--- src/rtl/lru_set_assoc_cache_tags_top_assert.svh ---
// assertion macros for the cache tag directory
// used by lru_set_assoc_cache_tags_top; no other dependencies
`ifndef LRU_SET_ASSOC_CACHE_TAGS_TOP_ASSERT_SVH
`define LRU_SET_ASSOC_CACHE_TAGS_TOP_ASSERT_SVH

// same-cycle implication, disabled while reset is low
`define LSACT_ASSERT_IMPL(lbl, clk, rst_n, ante, cons, msg) \
    lbl: assert property (@(posedge clk) disable iff (!(rst_n)) (ante) |-> (cons)) \
        else $error(msg);

// next-cycle implication, disabled while reset is low
`define LSACT_ASSERT_NEXT(lbl, clk, rst_n, ante, cons, msg) \
    lbl: assert property (@(posedge clk) disable iff (!(rst_n)) (ante) |=> (cons)) \
        else $error(msg);

`endif

--- src/rtl/lsact_pkg.sv ---
// shared constants and types for the cache tag directory
// no dependencies; used by lsact_row_update and lru_set_assoc_cache_tags_top
package lsact_pkg;

    // default sizing
    localparam int DEF_MAX_SET_BITS = 8;
    localparam int DEF_MAX_WAYS     = 8;
    localparam int DEF_ADDR_WIDTH   = 64;
    localparam int MAX_BLOCK_BITS   = 16;

    // field widths
    localparam int KIND_W      = 2;
    localparam int ADDRESS_W   = 64;
    localparam int TOTAL_W     = 32;
    localparam int CFG_INDEX_W = 2;
    localparam int CFG_DATA_W  = 5;
    localparam int SET_BITS_W  = 4;
    localparam int BLOCK_BITS_W = 5;
    localparam int WAYS_W      = 4;

    // access kinds
    localparam logic [KIND_W-1:0] KIND_LOAD   = 2'd0;
    localparam logic [KIND_W-1:0] KIND_STORE  = 2'd1;
    localparam logic [KIND_W-1:0] KIND_MODIFY = 2'd2;

    // configuration register indexes
    localparam logic [CFG_INDEX_W-1:0] CFG_SET_BITS   = 2'd0;
    localparam logic [CFG_INDEX_W-1:0] CFG_BLOCK_BITS = 2'd1;
    localparam logic [CFG_INDEX_W-1:0] CFG_WAYS       = 2'd2;

    // lookup outcome handed from the row update to the control
    typedef struct packed {
        logic hit;
        logic evict;
    } t_look_res;

endpackage

--- src/rtl/lsact_row_update.sv ---
// lookup and lru update of one set row: hit search, fill or victim pick, rank update
// depends on lsact_pkg
module lsact_row_update #(
    parameter int MAX_WAYS = lsact_pkg::DEF_MAX_WAYS,
    parameter int TW       = lsact_pkg::DEF_ADDR_WIDTH - 2,
    parameter int RW       = (MAX_WAYS > 1) ? $clog2(MAX_WAYS) : 1,
    parameter int NWW      = $clog2(MAX_WAYS + 1)
) (
    input  logic [MAX_WAYS-1:0]           i_valid_bits,
    input  logic [MAX_WAYS-1:0][RW-1:0]   i_ranks,
    input  logic [MAX_WAYS-1:0][TW-1:0]   i_tags,
    input  logic [TW-1:0]                 i_tag,
    input  logic [NWW-1:0]                i_nw,
    output logic [MAX_WAYS-1:0]           o_valid_bits,
    output logic [MAX_WAYS-1:0][RW-1:0]   o_ranks,
    output logic [MAX_WAYS-1:0][TW-1:0]   o_tags,
    output lsact_pkg::t_look_res          o_res
);

    logic          w_hit;
    logic          w_free;
    logic [RW-1:0] w_hit_way;
    logic [RW-1:0] w_free_way;
    logic [RW-1:0] w_lru_way;
    logic [RW-1:0] w_pick;

    // hit search and first invalid way among the ways in use
    always_comb begin
        w_hit      = 1'b0;
        w_free     = 1'b0;
        w_hit_way  = '0;
        w_free_way = '0;
        for (int w = 0; w < MAX_WAYS; w++) begin
            if (NWW'(w) < i_nw) begin
                if (!w_hit && i_valid_bits[w] && i_tags[w] == i_tag) begin
                    w_hit     = 1'b1;
                    w_hit_way = RW'(w);
                end
                if (!w_free && !i_valid_bits[w]) begin
                    w_free     = 1'b1;
                    w_free_way = RW'(w);
                end
            end
        end
    end

    // least recently used way: largest rank among the ways in use
    always_comb begin
        logic [RW-1:0] worst;
        worst     = i_ranks[0];
        w_lru_way = '0;
        for (int w = 1; w < MAX_WAYS; w++) begin
            if (NWW'(w) < i_nw && i_ranks[w] > worst) begin
                worst     = i_ranks[w];
                w_lru_way = RW'(w);
            end
        end
    end

    assign w_pick = w_hit ? w_hit_way : (w_free ? w_free_way : w_lru_way);

    assign o_res.hit   = w_hit;
    assign o_res.evict = !w_hit && !w_free;

    // move the picked way to most recent and install the tag on a miss
    always_comb begin
        logic [RW-1:0] old_rank;
        old_rank     = i_ranks[w_pick];
        o_valid_bits = i_valid_bits;
        o_tags       = i_tags;
        for (int w = 0; w < MAX_WAYS; w++) begin
            if (RW'(w) == w_pick) begin
                o_ranks[w] = '0;
            end else if (i_ranks[w] < old_rank) begin
                o_ranks[w] = RW'(i_ranks[w] + RW'(1));
            end else begin
                o_ranks[w] = i_ranks[w];
            end
        end
        if (!w_hit) begin
            o_valid_bits[w_pick] = 1'b1;
            o_tags[w_pick]       = i_tag;
        end
    end

endmodule
--- config.mk ---
export PLATFORM = sky130hd
export DESIGN_NAME = lsact_row_update
export DESIGN_NICKNAME = d
export VERILOG_FILES = /design/src/rtl/lru_set_assoc_cache_tags_top_assert.svh /design/src/rtl/lsact_pkg.sv /design/src/rtl/lsact_row_update.sv
export SDC_FILE = /design/constraint.sdc
export NUM_CORES = 1
export LEC_CHECK = 0
export BUFFER_PORTS_ARGS = -buffer_cell sky130_fd_sc_hd__clkbuf_2
export CORE_AREA = 2 2 440 442
export DETAILED_ROUTE_END_ITERATION = 8
export DIE_AREA = 0 0 442 444
export GPL_TIMING_DRIVEN = 0
export PLACE_DENSITY = 0.3
export SYNTH_ARGS = -nofsm -noshare
export SYNTH_HDL_FRONTEND = slang
export SYNTH_SLANG_ARGS = --single-unit
--- constraint.sdc ---
create_clock -name vclk -period 24.8
set_clock_uncertainty 0.15 [all_clocks]
set_input_delay 1.24 -clock vclk [all_inputs]
set_output_delay 1.24 -clock vclk [all_outputs]
set_load 0.05 [all_outputs]
Word-level counts from Yosys, hierarchy flattened
Cells that the tools add are included.

word-level totals
  bits in registers = 0
  bits of input ports = 594
  output and inout port bits = 530
  logic and storage cells = 204

cells by class
  $add $sub $neg = 8
  order comparisons = 25
  equal/unequal tests = 15
  mux-type cells = 100
  bitwise operators = 1
  reduce and logical (&&, ||, !) cells = 55

operator list
  kind                                                                   number
  496-bit bitwise mux                                                    1
  62-bit equality test                                                   8
  496-bit two-way mux                                                    1
  62-bit demux with 3-bit select                                         1
  3-bit two-way mux                                                      55
  62-bit two-way mux                                                     1
  1-bit two-way mux                                                      38
  1-bit logical AND                                                      31
  3-bit by 1-bit adder with 3-bit output, second input constant          8
  3-bit < comparator                                                     8
  1-bit logical NOT                                                      23
  3-bit > comparator                                                     7
  3-bit by 4-bit < comparator with 1-bit output, first input constant    4
  3-bit equality test, first input constant                              4
  3-bit binary-select mux with 3-bit select                              1
  1-bit by 4-bit < comparator with 1-bit output, first input constant    2
  2-bit by 4-bit < comparator with 1-bit output, first input constant    2
  8-bit two-way mux                                                      1
  8-bit bitwise OR                                                       1
  2-bit by 3-bit equality test with 1-bit output, first input constant   2
  3-bit by 4-bit < comparator with 1-bit output, second input constant   1
  1-bit demux with 3-bit select                                          1
  1-bit by 3-bit equality test with 1-bit output, first input constant   1
  3-bit by 1-bit >= comparator with 1-bit output, second input constant  1
  3-bit logical NOT                                                      1

Logic depth before layout (Yosys ltp)
  depth after elaboration = 46
  depth in mapped cells = 61
  gate-level depth less buffers = 60

Worst setup path after synthesis
No wires, ideal clock.

  path type = in2out
  start point = input i_ranks[1] (netlist name)
  end point = output o_ranks[14] (netlist name)
  arrival = 12.229 ns
  setup slack = 11.181 ns
  stages on the path = 55
  buffers on the path = 1
  cells stage by stage = inv_1 > ha_1 > a31oi_1 > nand2_1 > o21ai_0 > ha_1 > nor2_1 > a22oi_1 > mux2_4 > a21o_1 > mux2_2 > ha_1 > nor2_1 > inv_1 > a2111o_1 > a31oi_1 > o221ai_1 > nand2_1 > (+19 left out) > nand2_1 > o21ai_0 > ha_1 > nand3_1 > nand2_1 > o21ai_0 > nor2_1 > a31o_1 > a21oi_2 > buf_2 > nor2_1 > a211oi_1 > a31oi_1 > a21oi_1 > ha_1 > o211a_1 > or4_1 > a21oi_1

RTL lines
  element          RTL line                source
  start, declared  lsact_row_update.sv:10  input logic [MAX_WAYS-1:0][RW-1:0] i_ranks,
  end, declared    lsact_row_update.sv:15  output logic [MAX_WAYS-1:0][RW-1:0] o_ranks,

==> flow_summary.ini <==
[outcome]
outcome = complete, no violations

[power]
power_w = 0.00124
power_report.internal_total_w = 0.000304
combPwrFrac = 1.000
p_leak_nw = 10.6
p_switching_w = 0.000938
power.share.sequential = 0
clkPwrFrac = 0
swShare = 0.755
ir_drop_uv = 19.4
power_density_nw_per_um2 = 51.4

[final_layout]
final-instance-count-excl-fill = 5605
nFlopsAndLatches = 0
drive_gt1_frac = 0.563
n_clock_buffer = 0
filler_cell_count = 22500
multi_input_area_um2 = 13700
seqCellArea_um2 = 0
fin_nets = 3647
syn_to_final_growth_pct = 62.5

[logic_synthesis]
yosysMostFrequentCell = mux2_2
synth_top_area_share = 0.321
yosys.area.top_type = mux2_2
synthCells = 1919
syn-num-nets = 2542
yosys_warnings = 0
syn_area_per_cell_um2 = 7.75
ys_top_cells_by_count = mux2_2 (424), xor2_1 (258), xnor2_1 (135), nand2_1 (131), o21ai_0 (108)
synth_area_um2 = 14900
seq_area_frac_synth = 0
yosys-top-cells-area = mux2_2 (32%), xor2_1 (15%), xnor2_1 (8.0%)
synth_cell_types = 100

[detailed_routing]
wl_um = 264000
wl_per_cell_um = 47.2
postRouteAntennaNets = 0
dr_total_vias = 23000
drcViolationCount = 0
viasPerCell = 4.10
drt_iter0_drc = 2032
drt_pass1_iterations = 5

[global_routing]
grt_pass1_vias = 22300
grt_pass1_wl_um = 314000
track_usage = 0.256
antenna_found_initial = 124
grt_overflow = 0
grt_start_max_net_pins = 11

[place]
hpwl_um = 231000
routabilityCongestion = 0.959
dp.cells = 5548
dp_slack_ns = 7.53
port_buffers = 1079

[sta]
whs_ns = 2.79
fin_crit_ns = 17.28
period_share = 0.697
final_max_slew_viol_count = 0
fmax_mhz = 57.9
relSlewSlack = 0.0220
tns_ns = 0
hold_viol_final = 0
setup_ws_ns = 7.52
rsz0062_at_grt = false
worst_slew_pin_slew_ns = 1.47
setup_viol = 0

[die]
die_w_um = 442
ios = 1124
core_area_um2 = 192000
die_h_um = 444
start_util = 0.0776
rows = 161
die-area_um2 = 196000

[clocking]
cts_resized = 0
cts_hold_buf = 0
cts_setup_buffers = 0

[critical_path]
cp-startpoint = i_ranks[1]
cp_max_fo = 10
critPathRequiredTime_ns = 23.41
arrival_ns = 15.89
start_kind = primary input
worstSetupEndpointType = primary output
path_class = in2out
crit_top_cell = ha_1
slowest_delay_ns = 1.13
cp_slowest_cell = buf_1

[worst_hold_path]
worst_hold_path.endpoint = o_tags[274]
hold_class = in2out
hold_depth = 4
hold_start = i_tags[274]

[run]
maxCapViolCount = 0
==> power groups by stage <==
stage,Combinational [W],Clock (W),Sequential (W)
6_report,0.00124,0.0000000000524,0
5_1_grt,0.00127,0.000000000160,0
4_1_cts,0.00124,0,0
3_5_place_dp,0.00123,0,0
3_3_place_gp,0.00123,0,0
2_1_floorplan,0.000721,0,0
==> cell usage in the layout (no fill, tap or decap), types with 6 or more instances in the layout <==
master / n
buf_12: 7
o221ai_1: 8
ha_1: 29
a22oi_1: 9
clkbuf_2: 1121
nand3_1: 16
a311oi_1: 12
or4_1: 11
a2111oi_0: 9
buf_1: 10
nand4_1: 48
buf_2: 65
nand2_1: 131
mux2_2: 424
o22ai_1: 13
o2111ai_1: 18
o211a_1: 8
diode_2: 57
nand2b_1: 48
a31oi_1: 6
clkbuf_1: 56
nor2_1: 39
xnor2_1: 135
buf_16: 12
a21oi_1: 27
o311a_1: 16
o31ai_1: 9
o21ai_0: 108
a2111o_1: 7
buf_6: 9
or2_2: 9
nor3_1: 16
xor2_1: 258
nor2b_1: 30
maj3_1: 8
inv_1: 75
a221o_1: 7
and3_1: 11
nor4_1: 74
==> area by class of cell <==
class	count	area share
Antenna cell	57	0.00590
Buffer	183	0.0371
Inverter	81	0.0126
Multi-Input combinational cell	1655	0.569
Tap cell	2526	0.131
Timing Repair Buffer	1103	0.245
==> worst max-delay path: cells and delay by family <==
family | cells | cell delay, ns
AOI/OAI and AO/OA | 22 | 5.60
adders and majority gates | 7 | 2.10
buffers and inverters | 7 | 2.80
muxes | 3 | 1.05
and+or+nand+nor | 14 | 3.06
==> how the worst max path moves through the flow <==
stage | to | slack [ns] | depth (start not counted)
after detailed placement | o_tags[183] | 7.53 | 53
after global placement | o_tags[217] | 7.36 | 53
after global routing | o_tags[183] | 6.52 | 54
final | o_tags[183] | 7.52 | 53
after floorplan | o_ranks[14] | 11.18 | 55
after CTS | o_tags[183] | 7.56 | 53
==> logic make-up (layout without fill, tap and decap cells) <==
group,count (synthesis),count (layout),share of synthesized area
other cells,0,57,0
xor+xnor,393,393,0.231
compound gates,330,330,0.164
buf+inv,264,1367,0.0765
mux,428,428,0.324
simple gates,467,467,0.174
fa+ha+maj,37,37,0.0298
==> stage by stage <==
| step | utilization | cell area (um^2) |
|---|---|---|
| after detailed placement | 0.125 | 24000 |
| final | 0.126 | 24200 |
| after global routing | 0.126 | 24100 |
| after global placement | 0.122 | 23400 |
| after CTS | 0.125 | 24000 |
| after floorplan | - | 14900 |
==> per-layer routing <==
metal	vias up	routed length [um]	GRT usage
met5	-	30	0
met4	4	12700	0.111
met3	357	18600	0.0621
met2	1521	126000	0.434
met1	11900	107000	0.306
li1	9249	-	-
(Power assumes the default switching activity.)
